==> config.mk <==
export PLATFORM = sky130hd
export DESIGN_NAME = xor_checked_frame_parser_top
export DESIGN_NICKNAME = d
export VERILOG_FILES = /design/src/rtl/core/xcfp_pkg.sv /design/src/rtl/core/xcfp_ram.sv /design/src/rtl/core/xcfp_ctrl.sv /design/src/rtl/core/xcfp_dp.sv /design/src/rtl/core/xor_checked_frame_parser_top.sv
export SDC_FILE = /design/constraint.sdc
export NUM_CORES = 1
export LEC_CHECK = 0
export BUFFER_PORTS_ARGS = -buffer_cell sky130_fd_sc_hd__buf_4
export CAP_MARGIN = 10
export CELL_PAD_IN_SITES_DETAIL_PLACEMENT = 0
export CELL_PAD_IN_SITES_GLOBAL_PLACEMENT = 2
export CORE_AREA = 2 2 240 242
export DETAILED_ROUTE_END_ITERATION = 12
export DIE_AREA = 0 0 242 244
export GPL_ROUTABILITY_DRIVEN = 1
export PLACE_DENSITY_LB_ADDON = 0.1
export SYNTH_ARGS = -nofsm -noshare
export SYNTH_HDL_FRONTEND = slang
export SYNTH_SLANG_ARGS = --single-unit
==> constraint.sdc <==
create_clock -name aclk -period 2.6 [get_ports aclk]
set_input_delay 0.52 -clock aclk [delete_from_list [all_inputs] [get_ports aclk]]
set_output_delay 0.52 -clock aclk [all_outputs]
set_load 0.02 [all_outputs]
==> src/rtl/core/xcfp_pkg.sv <==
package xcfp_pkg;

    localparam logic [7:0] SOF_BYTE = 8'hFE;

    typedef enum logic [8:0] {
        ST_HUNT   = 9'b000000001,
        ST_CMD_HI = 9'b000000010,
        ST_CMD_LO = 9'b000000100,
        ST_LEN_HI = 9'b000001000,
        ST_LEN_LO = 9'b000010000,
        ST_DATA   = 9'b000100000,
        ST_CHECK  = 9'b001000000,
        ST_READ   = 9'b010000000,
        ST_LOAD   = 9'b100000000
    } state_t;

    typedef struct packed {
        logic xor_sof;
        logic xor_byte;
        logic ld_cmd_hi;
        logic ld_cmd_lo;
        logic ld_len_hi;
        logic ld_len_lo;
        logic clr_count;
        logic wr_store;
        logic rd_clear;
        logic rd_next;
        logic ld_out_data;
        logic ld_out_empty;
    } cmd_t;

    typedef struct packed {
        logic is_sof;
        logic len_big;
        logic len_in_zero;
        logic len_zero;
        logic count_last;
        logic xor_match;
        logic rd_last;
        logic out_free;
    } sts_t;

endpackage

==> src/rtl/core/xcfp_ram.sv <==
module xcfp_ram #(
    parameter int WIDTH = 8,
    parameter int DEPTH = 64
) (
    input  logic                                     aclk,
    input  logic                                     we,
    input  logic [((DEPTH > 1) ? $clog2(DEPTH) : 1)-1:0] waddr,
    input  logic [WIDTH-1:0]                         wdata,
    input  logic [((DEPTH > 1) ? $clog2(DEPTH) : 1)-1:0] raddr,
    output logic [WIDTH-1:0]                         rdata
);
    logic [WIDTH-1:0] mem [DEPTH];
    logic [WIDTH-1:0] rdata_reg;

    always_ff @(posedge aclk) begin
        if (we) begin
            mem[waddr] <= wdata;
        end
        rdata_reg <= mem[raddr];
    end

    assign rdata = rdata_reg;
endmodule

==> src/rtl/core/xcfp_ctrl.sv <==
module xcfp_ctrl (
    input  logic          aclk,
    input  logic          aresetn,
    input  logic          s_valid,
    output logic          s_ready,
    input  xcfp_pkg::sts_t sts,
    output xcfp_pkg::cmd_t cmd
);
    import xcfp_pkg::*;

    state_t state_reg;
    state_t state_next;

    always_ff @(posedge aclk) begin
        if (!aresetn) begin
            state_reg <= ST_HUNT;
        end else begin
            state_reg <= state_next;
        end
    end

    always_comb begin
        state_next = state_reg;
        cmd        = '0;
        s_ready    = 1'b0;
        case (state_reg)
            ST_HUNT: begin
                s_ready = 1'b1;
                if (s_valid && sts.is_sof) begin
                    cmd.xor_sof = 1'b1;
                    state_next  = ST_CMD_HI;
                end
            end
            ST_CMD_HI: begin
                s_ready = 1'b1;
                if (s_valid) begin
                    cmd.ld_cmd_hi = 1'b1;
                    cmd.xor_byte  = 1'b1;
                    state_next    = ST_CMD_LO;
                end
            end
            ST_CMD_LO: begin
                s_ready = 1'b1;
                if (s_valid) begin
                    cmd.ld_cmd_lo = 1'b1;
                    cmd.xor_byte  = 1'b1;
                    state_next    = ST_LEN_HI;
                end
            end
            ST_LEN_HI: begin
                s_ready = 1'b1;
                if (s_valid) begin
                    cmd.ld_len_hi = 1'b1;
                    cmd.xor_byte  = 1'b1;
                    state_next    = ST_LEN_LO;
                end
            end
            ST_LEN_LO: begin
                s_ready = 1'b1;
                if (s_valid) begin
                    cmd.ld_len_lo = 1'b1;
                    cmd.xor_byte  = 1'b1;
                    if (sts.len_big) begin
                        state_next = ST_HUNT;
                    end else if (sts.len_in_zero) begin
                        state_next = ST_CHECK;
                    end else begin
                        cmd.clr_count = 1'b1;
                        state_next    = ST_DATA;
                    end
                end
            end
            ST_DATA: begin
                s_ready = 1'b1;
                if (s_valid) begin
                    cmd.wr_store = 1'b1;
                    cmd.xor_byte = 1'b1;
                    if (sts.count_last) begin
                        state_next = ST_CHECK;
                    end
                end
            end
            ST_CHECK: begin
                s_ready = sts.out_free;
                if (s_valid && sts.out_free) begin
                    state_next = ST_HUNT;
                    if (sts.xor_match) begin
                        if (sts.len_zero) begin
                            cmd.ld_out_empty = 1'b1;
                        end else begin
                            cmd.rd_clear = 1'b1;
                            state_next   = ST_READ;
                        end
                    end
                end
            end
            ST_READ: begin
                state_next = ST_LOAD;
            end
            ST_LOAD: begin
                if (sts.out_free) begin
                    cmd.ld_out_data = 1'b1;
                    if (sts.rd_last) begin
                        state_next = ST_HUNT;
                    end else begin
                        cmd.rd_next = 1'b1;
                        state_next  = ST_READ;
                    end
                end
            end
            default: begin
                state_next = ST_HUNT;
            end
        endcase
    end
endmodule

==> src/rtl/core/xcfp_dp.sv <==
module xcfp_dp #(
    parameter int MAX_PAYLOAD = 64
) (
    input  logic           aclk,
    input  logic           aresetn,
    input  logic [7:0]     s_rx_byte,
    input  xcfp_pkg::cmd_t cmd,
    output xcfp_pkg::sts_t sts,
    output logic           m_valid,
    input  logic           m_ready,
    output logic [15:0]    m_frame_cmd,
    output logic [6:0]     m_frame_len,
    output logic [7:0]     m_payload_byte,
    output logic [5:0]     m_payload_index,
    output logic           m_payload_valid,
    output logic           m_last
);
    import xcfp_pkg::*;

    localparam int AW = (MAX_PAYLOAD > 1) ? $clog2(MAX_PAYLOAD) : 1;

    logic [15:0] cmd_word_reg;
    logic [7:0]  len_hi_reg;
    logic [6:0]  len_reg;
    logic [5:0]  count_reg;
    logic [5:0]  rd_idx_reg;
    logic [7:0]  xor_reg;
    logic [7:0]  rdata;
    logic [15:0] len_in;

    logic        out_valid_reg;
    logic        out_valid_next;
    logic [15:0] out_cmd_reg;
    logic [6:0]  out_len_reg;
    logic [7:0]  out_byte_reg;
    logic [5:0]  out_idx_reg;
    logic        out_pv_reg;
    logic        out_last_reg;

    assign len_in = {len_hi_reg, s_rx_byte};

    always_comb begin
        sts.is_sof      = (s_rx_byte == SOF_BYTE);
        sts.len_big     = (len_in > 16'(MAX_PAYLOAD));
        sts.len_in_zero = (len_in == 16'd0);
        sts.len_zero    = (len_reg == 7'd0);
        sts.count_last  = (({1'b0, count_reg} + 7'd1) == len_reg);
        sts.xor_match   = (s_rx_byte == xor_reg);
        sts.rd_last     = (({1'b0, rd_idx_reg} + 7'd1) == len_reg);
        sts.out_free    = !out_valid_reg || m_ready;
    end

    xcfp_ram #(
        .WIDTH(8),
        .DEPTH(MAX_PAYLOAD)
    ) u_store (
        .aclk (aclk),
        .we   (cmd.wr_store),
        .waddr(count_reg[AW-1:0]),
        .wdata(s_rx_byte),
        .raddr(rd_idx_reg[AW-1:0]),
        .rdata(rdata)
    );

    always_ff @(posedge aclk) begin
        if (!aresetn) begin
            cmd_word_reg <= '0;
            len_hi_reg   <= '0;
            len_reg      <= '0;
            count_reg    <= '0;
            rd_idx_reg   <= '0;
            xor_reg      <= '0;
        end else begin
            if (cmd.xor_sof) begin
                xor_reg <= SOF_BYTE;
            end else if (cmd.xor_byte) begin
                xor_reg <= xor_reg ^ s_rx_byte;
            end
            if (cmd.ld_cmd_hi) begin
                cmd_word_reg <= {s_rx_byte, 8'd0};
            end
            if (cmd.ld_cmd_lo) begin
                cmd_word_reg <= {cmd_word_reg[15:8], s_rx_byte};
            end
            if (cmd.ld_len_hi) begin
                len_hi_reg <= s_rx_byte;
            end
            if (cmd.ld_len_lo) begin
                len_reg <= s_rx_byte[6:0];
            end
            if (cmd.clr_count) begin
                count_reg <= '0;
            end else if (cmd.wr_store) begin
                count_reg <= count_reg + 6'd1;
            end
            if (cmd.rd_clear) begin
                rd_idx_reg <= '0;
            end else if (cmd.rd_next) begin
                rd_idx_reg <= rd_idx_reg + 6'd1;
            end
        end
    end

    always_comb begin
        out_valid_next = out_valid_reg;
        if (cmd.ld_out_data || cmd.ld_out_empty) begin
            out_valid_next = 1'b1;
        end else if (m_ready) begin
            out_valid_next = 1'b0;
        end
    end

    always_ff @(posedge aclk) begin
        if (!aresetn) begin
            out_valid_reg <= 1'b0;
        end else begin
            out_valid_reg <= out_valid_next;
        end
    end

    always_ff @(posedge aclk) begin
        if (cmd.ld_out_data) begin
            out_cmd_reg  <= cmd_word_reg;
            out_len_reg  <= len_reg;
            out_byte_reg <= rdata;
            out_idx_reg  <= rd_idx_reg;
            out_pv_reg   <= 1'b1;
            out_last_reg <= sts.rd_last;
        end else if (cmd.ld_out_empty) begin
            out_cmd_reg  <= cmd_word_reg;
            out_len_reg  <= 7'd0;
            out_byte_reg <= 8'd0;
            out_idx_reg  <= 6'd0;
            out_pv_reg   <= 1'b0;
            out_last_reg <= 1'b1;
        end
    end

    assign m_valid         = out_valid_reg;
    assign m_frame_cmd     = out_cmd_reg;
    assign m_frame_len     = out_len_reg;
    assign m_payload_byte  = out_byte_reg;
    assign m_payload_index = out_idx_reg;
    assign m_payload_valid = out_pv_reg;
    assign m_last          = out_last_reg;
endmodule

==> src/rtl/core/xor_checked_frame_parser_top.sv <==
// Parsing: one rx beat per cycle, start byte through checksum byte, while s_valid is high;
//   the checksum beat also waits for a free output. First result beat: the cycle after the
//   checksum beat (empty frame), else after READ and LOAD. Drain: each payload beat passes READ
//   (payload RAM registered read), then LOAD (output register); input is held off meanwhile.
// Reset (aresetn, synchronous): parser returns to start-byte hunt, output empties;
//   the payload RAM is not cleared.
module xor_checked_frame_parser_top #(
    parameter int MAX_PAYLOAD = 64
) (
    input  logic        aclk,
    input  logic        aresetn,
    input  logic        s_valid,
    output logic        s_ready,
    input  logic [7:0]  s_rx_byte,
    output logic        m_valid,
    input  logic        m_ready,
    output logic [15:0] m_frame_cmd,
    output logic [6:0]  m_frame_len,
    output logic [7:0]  m_payload_byte,
    output logic [5:0]  m_payload_index,
    output logic        m_payload_valid,
    output logic        m_last
);
    import xcfp_pkg::*;

    cmd_t cmd;
    sts_t sts;

    xcfp_ctrl u_ctrl (
        .aclk   (aclk),
        .aresetn(aresetn),
        .s_valid(s_valid),
        .s_ready(s_ready),
        .sts    (sts),
        .cmd    (cmd)
    );

    xcfp_dp #(
        .MAX_PAYLOAD(MAX_PAYLOAD)
    ) u_dp (
        .aclk           (aclk),
        .aresetn        (aresetn),
        .s_rx_byte      (s_rx_byte),
        .cmd            (cmd),
        .sts            (sts),
        .m_valid        (m_valid),
        .m_ready        (m_ready),
        .m_frame_cmd    (m_frame_cmd),
        .m_frame_len    (m_frame_len),
        .m_payload_byte (m_payload_byte),
        .m_payload_index(m_payload_index),
        .m_payload_valid(m_payload_valid),
        .m_last         (m_last)
    );
endmodule

**Yosys cells after proc, flatten, opt, wreduce, memory -nomap -nowiden**

Memories as Yosys holds them, arrays and structs flattened. A register that Yosys moved wholly into a read port is not among the register bits.
Index checks and enable logic that the tools add are counted.
W data, S select, Z words.

- RAM bits: 512
- Memories: 1
- Word-level logic and storage cells: 123
- Bits in registers: 100
- Output and inout port bits: 41
- Bits of input ports: 12

- $lt $le $gt $ge: 1
- Add/subtract/negate cells: 4
- Mux-type cells: 58
- Equality and inequality tests: 22
- Reduce and logical (&&, ||, !) cells: 18
- Bitwise logic cells: 3

Memories:

| memory | depth | bits a word | rd ports | clocked after Yosys merged registers in | wr ports | line | text |
|---|---|---|---|---|---|---|---|
| u_dp.u_store.mem | 64 | 8 | 1 | 1 | 1 | xcfp_ram.sv:12 | `logic [WIDTH-1:0] mem [DEPTH];` |

Operators by type and width:

| operator | count |
|---|---|
| $mux W9 | 9 |
| $pmux W9 S9 | 1 |
| $mux W8 | 9 |
| $mux W16 | 2 |
| $mux W7 | 4 |
| $mux W1 | 24 |
| $gt A16 B7 Y1 const B | 1 |
| $logic_not A16 Y1 | 1 |
| $add A6 B1 Y7 const B | 2 |
| $eq A7 B7 Y1 | 2 |
| $add A6 B1 Y6 const B | 2 |
| $mux W6 | 2 |
| $ne A2 B2 Y1 const B | 6 |
| $mux W2 | 5 |
| $eq A9 B1 Y1 const B | 1 |
| $eq A9 B2 Y1 const B | 1 |
| $eq A9 B3 Y1 const B | 1 |
| $eq A9 B4 Y1 const B | 1 |
| $eq A9 B5 Y1 const B | 1 |
| $eq A9 B6 Y1 const B | 1 |
| $eq A9 B7 Y1 const B | 1 |
| $eq A9 B8 Y1 const B | 1 |
| $eq A9 B9 Y1 const B | 1 |
| $reduce_and A9 Y1 | 1 |
| other kinds (15) | 26 |

**Depth between registers and ports, before layout**

- Depth in word-level cells: 7
- Mapped depth: 10

**Modules after synthesis**

From an unflattened synthesis, not the netlist that was laid out.

- Cell total of the unflattened synthesis: 1407
- Area total of the unflattened synthesis: 24994.0 um^2

By module, submodules not included:

| module | instances | area an instance (um^2) | cells an instance |
|---|---|---|---|
| xcfp_ram | 1 | 20166.8 | 940 |
| xcfp_dp | 1 | 3976.3 | 359 |
| xcfp_ctrl | 1 | 850.8 | 108 |

**Worst setup path after synthesis**

Ideal clock, no wire load.

- Kind: flip-flop to flip-flop
- From: reg u_ctrl.state_reg[6]
- To: mem u_dp.u_store.mem[62][0], enable pin
- Cell stages (with the launch flop): 7
- Clock period less this slack: 2.630 ns
- Setup slack: -0.030 ns
- Required time: 2.230 ns
- Buffers on the path: 1
- Arrival: 2.259 ns
- Path through: dfxtp_1 > clkbuf_1 > nor4_2 > nor4b_4 > and2b_1 > nand3_1 > nor2_1

- Longest elaborated chain between the ends: 4

Ends and longest elaborated chain:

| item | line | text |
|---|---|---|
| start, declared | xcfp_ctrl.sv:11 | `state_t state_reg;` |
| start signal, assigned | xcfp_ctrl.sv:18 | `state_reg <= state_next;` |
| $eq A9 B6 Y1 | xcfp_ctrl.sv:26 | `case (state_reg)` |
| $mux W1 | xcfp_ctrl.sv:26 |  |
| $mux W1 | xcfp_ram.sv:16 | `if (we) begin` |
| $mux W1 (implied by the code) | xcfp_ram.sv:17 | `mem[waddr] <= wdata;` |
| end, declared | xcfp_ram.sv:12 |  |

No other way between the ends.

**Worst setup path after layout**

- From: reg u_ctrl.state_reg[4]
- To: out s_ready

- Longest elaborated chain between the ends: 3
- Elaborated cells between the ends (all ways): 9
- Those cells by class: 7 x eq/ne; 1 x mux; 1 x reduce/logical

Ends and longest elaborated chain:

| item | line | text |
|---|---|---|
| $eq A9 B1 Y1, or another cell as far along | xcfp_ctrl.sv:26 |  |
| $reduce_or A6 Y1 (no line) | -- |  |
| $pmux W1 S2 * | xcfp_ctrl.sv:26 |  |
| end, declared | xor_checked_frame_parser_top.sv:13 | `output logic s_ready,` |

Every way passes the cells marked *; elsewhere a longest branch is shown, timed or not.

==> flow_summary.yaml <==
placed_design:
  place_congestion: 0.805
  dpl.hpwl_um: 41100
  port_buffers: 52
  placed_area_um2: 27000
  place_ws_ps: -53.4
routing:
  drt_wl_total_um: 60900
  viasPerCell: 5.48
  m1WireLength_um: 25900
  drc_errors: 0
  route.met3.wl_um: 3800
  highest_layer: "met5"
  ant_nets: 0
  first_iter_violations: 902
  wl_met2_um: 29400
  vias: 12700
  routedWlPerCell_um: 26.3
  drt_pass1_iterations: 5
power:
  clock_power_share_pct: 47.0
  pwr-share-comb_pct: 1.2
  power.switching_fraction_pct: 19.8
  ir_worst_vdd_mv: 0.625
  leakage_nw: 9.45
  p_int_mw: 16.7
  p_sw_mw: 4.14
  power_density_nw_per_um2: 711
  seq_power_share_pct: 51.8
logic_synthesis:
  synth_warnings: 0
  synth_cell_types: 69
  ys_seq_area_share_pct: 73.0
  syn_nets: 1296
  synth_top_area_share_pct: 67.3
  synth_top_cell_by_area: "edfxtp_1"
  synth_edf_count: 550
  syn-cell-area_um2: 24500
  synthCells: 1282
  async_flop_share_pct: 0
  syn_area_per_cell_um2: 19.1
  ys_seq_elements: 620
  ys.flop_type: "edfxtp_1"
  ys_top_cells_by_area: "edfxtp_1 (67%), mux4_2 (15%), dfxtp_1 (5.7%)"
timing:
  period_share_pct: 99.9
  rsz0062_at_grt: "true"
  max_slew_margin_pct: 51.3
  final.min_clock_period_ps: 2600
  setup_viol: 0
  setup_ws_ps: 2.37
  slew_viol_final: 0
  hold_violations: 0
  timing.hold.ws_ps: 275
  fmax_mhz: 385
  fin_tns_setup_ps: 0
  tightest_slew_ps: 730
  finClkSkew_ps: 15.7
cts:
  cts_made_buffers: 69
  clk_pin_slew_ps: 50
  root_buffer: "clkbuf_16"
  cts.path.max_buffers: 3
  cts_sinks: 620
  clk_latency_ps: 600
  h-tree-depth: 3
  cts_tree: "built"
cells_and_area:
  postLayoutCellArea_um2: 29400
  syn_to_final_growth_pct: 19.7
  mostFrequentLayoutCells: "edfxtp_1 (550), buf_4 (196), mux4_2 (168)"
  largest_reg_flops: 512
  layout-drive-gt1-share_pct: 33.5
  final_nets: 1512
  fin_util_pct: 52.3
  layout_commonest_cell: "edfxtp_1"
setup_path:
  cpMaxStageDelayCell: "dfxtp_2"
  path_max_fanout: 6
  worstSetupPathType: "reg2out"
  crit_chain: "buf_4, nor2b_1, o311a_1, o21ai_2, o211ai_1, buf_4"
  path_buf_inv: 2
  worstPathRequired_ps: 2080
  arrival_ps: 2080
  slowest_delay_ps: 360
  cp-start-kind: "flop"
  crit_top_cell: "buf_4"
  endpoint_kind: "output pin"
  critical-path-top-delay-family: "compound AO/OA/AOI/OAI gates"
grt:
  grt_pass1_wl_um: 89600
  first_global_vias: 13200
  grtUsageTotal_pct: 21.1
  grt_max_degree: 53
  grt-ovfl-total: 0
  antenna_found_initial: 2
die:
  die_width_um: 242
  ios: 53
  start_util_pct: 43.7
  coreArea_um2: 56200
  rows: 87
  fp.dieArea_um2: 59000
  die_h_um: 244
run:
  cap_violations: 0
min_path:
  hold_path_class: "in2reg"
outcome:
  status: "finished clean"
[through the flow]
step	power (mW)	instances
floorplan	11.1	1282
global placement	11.3	2181
detailed placement	11.3	2181
CTS	21.1	2309
global route	21.5	2310
finish	20.9	2312
[power by group through the flow]
stage          Sequential (mW)  Clock (mW)  Combinational (mW)
2_1_floorplan             11.0           0              0.0482
3_3_place_gp              11.0           0               0.247
3_5_place_dp              11.0           0               0.254
4_1_cts                   10.8        10.1               0.254
5_1_grt                   10.8        10.5               0.272
6_report                  10.8        9.83               0.247
[kinds of logic after synthesis]
kind of cell | after synthesis | synth area share [%]
fa+ha+maj | 3 | 0.143
flops | 620 | 73.0
mux | 185 | 16.1
xor+xnor | 27 | 1.02
compound gates | 90 | 2.72
simple gates | 270 | 5.40
buf+inv | 87 | 1.62
[cell usage after synthesis (4+ instances only)]
master / instances
edfxtp_1: 550
mux4_2: 168
nor2_1: 117
dfxtp_1: 70
clkbuf_1: 39
nand2_1: 36
nand3_1: 22
and2_1: 19
xnor2_1: 19
mux2i_1: 17
a21oi_1: 16
o21a_1: 16
buf_2: 15
inv_1: 13
buf_1: 10
nand4_1: 10
nor2b_1: 10
nor3_1: 10
a22oi_1: 9
o21ai_0: 9
nor4_1: 8
o221a_2: 7
xor2_1: 7
and3_1: 6
buf_6: 6
a31oi_1: 5
or3_1: 5
nand2b_1: 4
[area by class of cell]
type | count | area [µm²]
fill | 4585 | 26800
sequential | 620 | 17900
multi-input combinational | 575 | 6260
timing repair buffer | 217 | 1890
clock buffer | 87 | 1890
tap | 756 | 946
clock inverter | 40 | 414
inverter | 15 | 56.3
antenna | 2 | 5.00
[routing by layer]
metal / vias to the layer above / GRT usage [%]
li1: 5630 / -
met1: 6610 / 28.3
met2: 342 / 34.2
met3: 84 / 4.53
met4: 2 / 7.75
met5: - / 0
[worst reg2reg max path, cell delays in order, from the launching register on]
cell and delay, ps:
dfxtp_4 550, buf_12 260, buf_4 250, mux4_2 330
mux4_2 540, mux4_2 480
[final timing paths]
| path | from | endpoint | slack [ps] | cells past startpoint |
|---|---|---|---|---|
| worst max-delay path | u_ctrl.state_reg[4]$_SDFFE_PN0P_ | s_ready | 2 | 6 |
| worst min-delay path | s_rx_byte[4] | u_dp.len_reg[4]$_SDFFE_PN0P_ | 280 | 3 |
| worst max register to register | u_dp.rd_idx_reg[1]$_SDFFE_PP0P_ | u_dp.u_store.rdata[4]$_DFF_P_ | 70 | 5 |
| worst min register to register | u_dp.cmd_word_reg[12]$_SDFFE_PN0P_ | u_dp.m_frame_cmd[12]$_DFFE_PP_ | 420 | 0 |
[what timing repair did]
action / CTS / global route
endpoints found under the setup margin: 1 / 2
cloned: 0 / 0
pin swaps: 1 / 1
resized for setup: 6 / 3
buffers inserted: 1 / 1
hold buffers: 0 / 0
(Power assumes the default switching activity.)
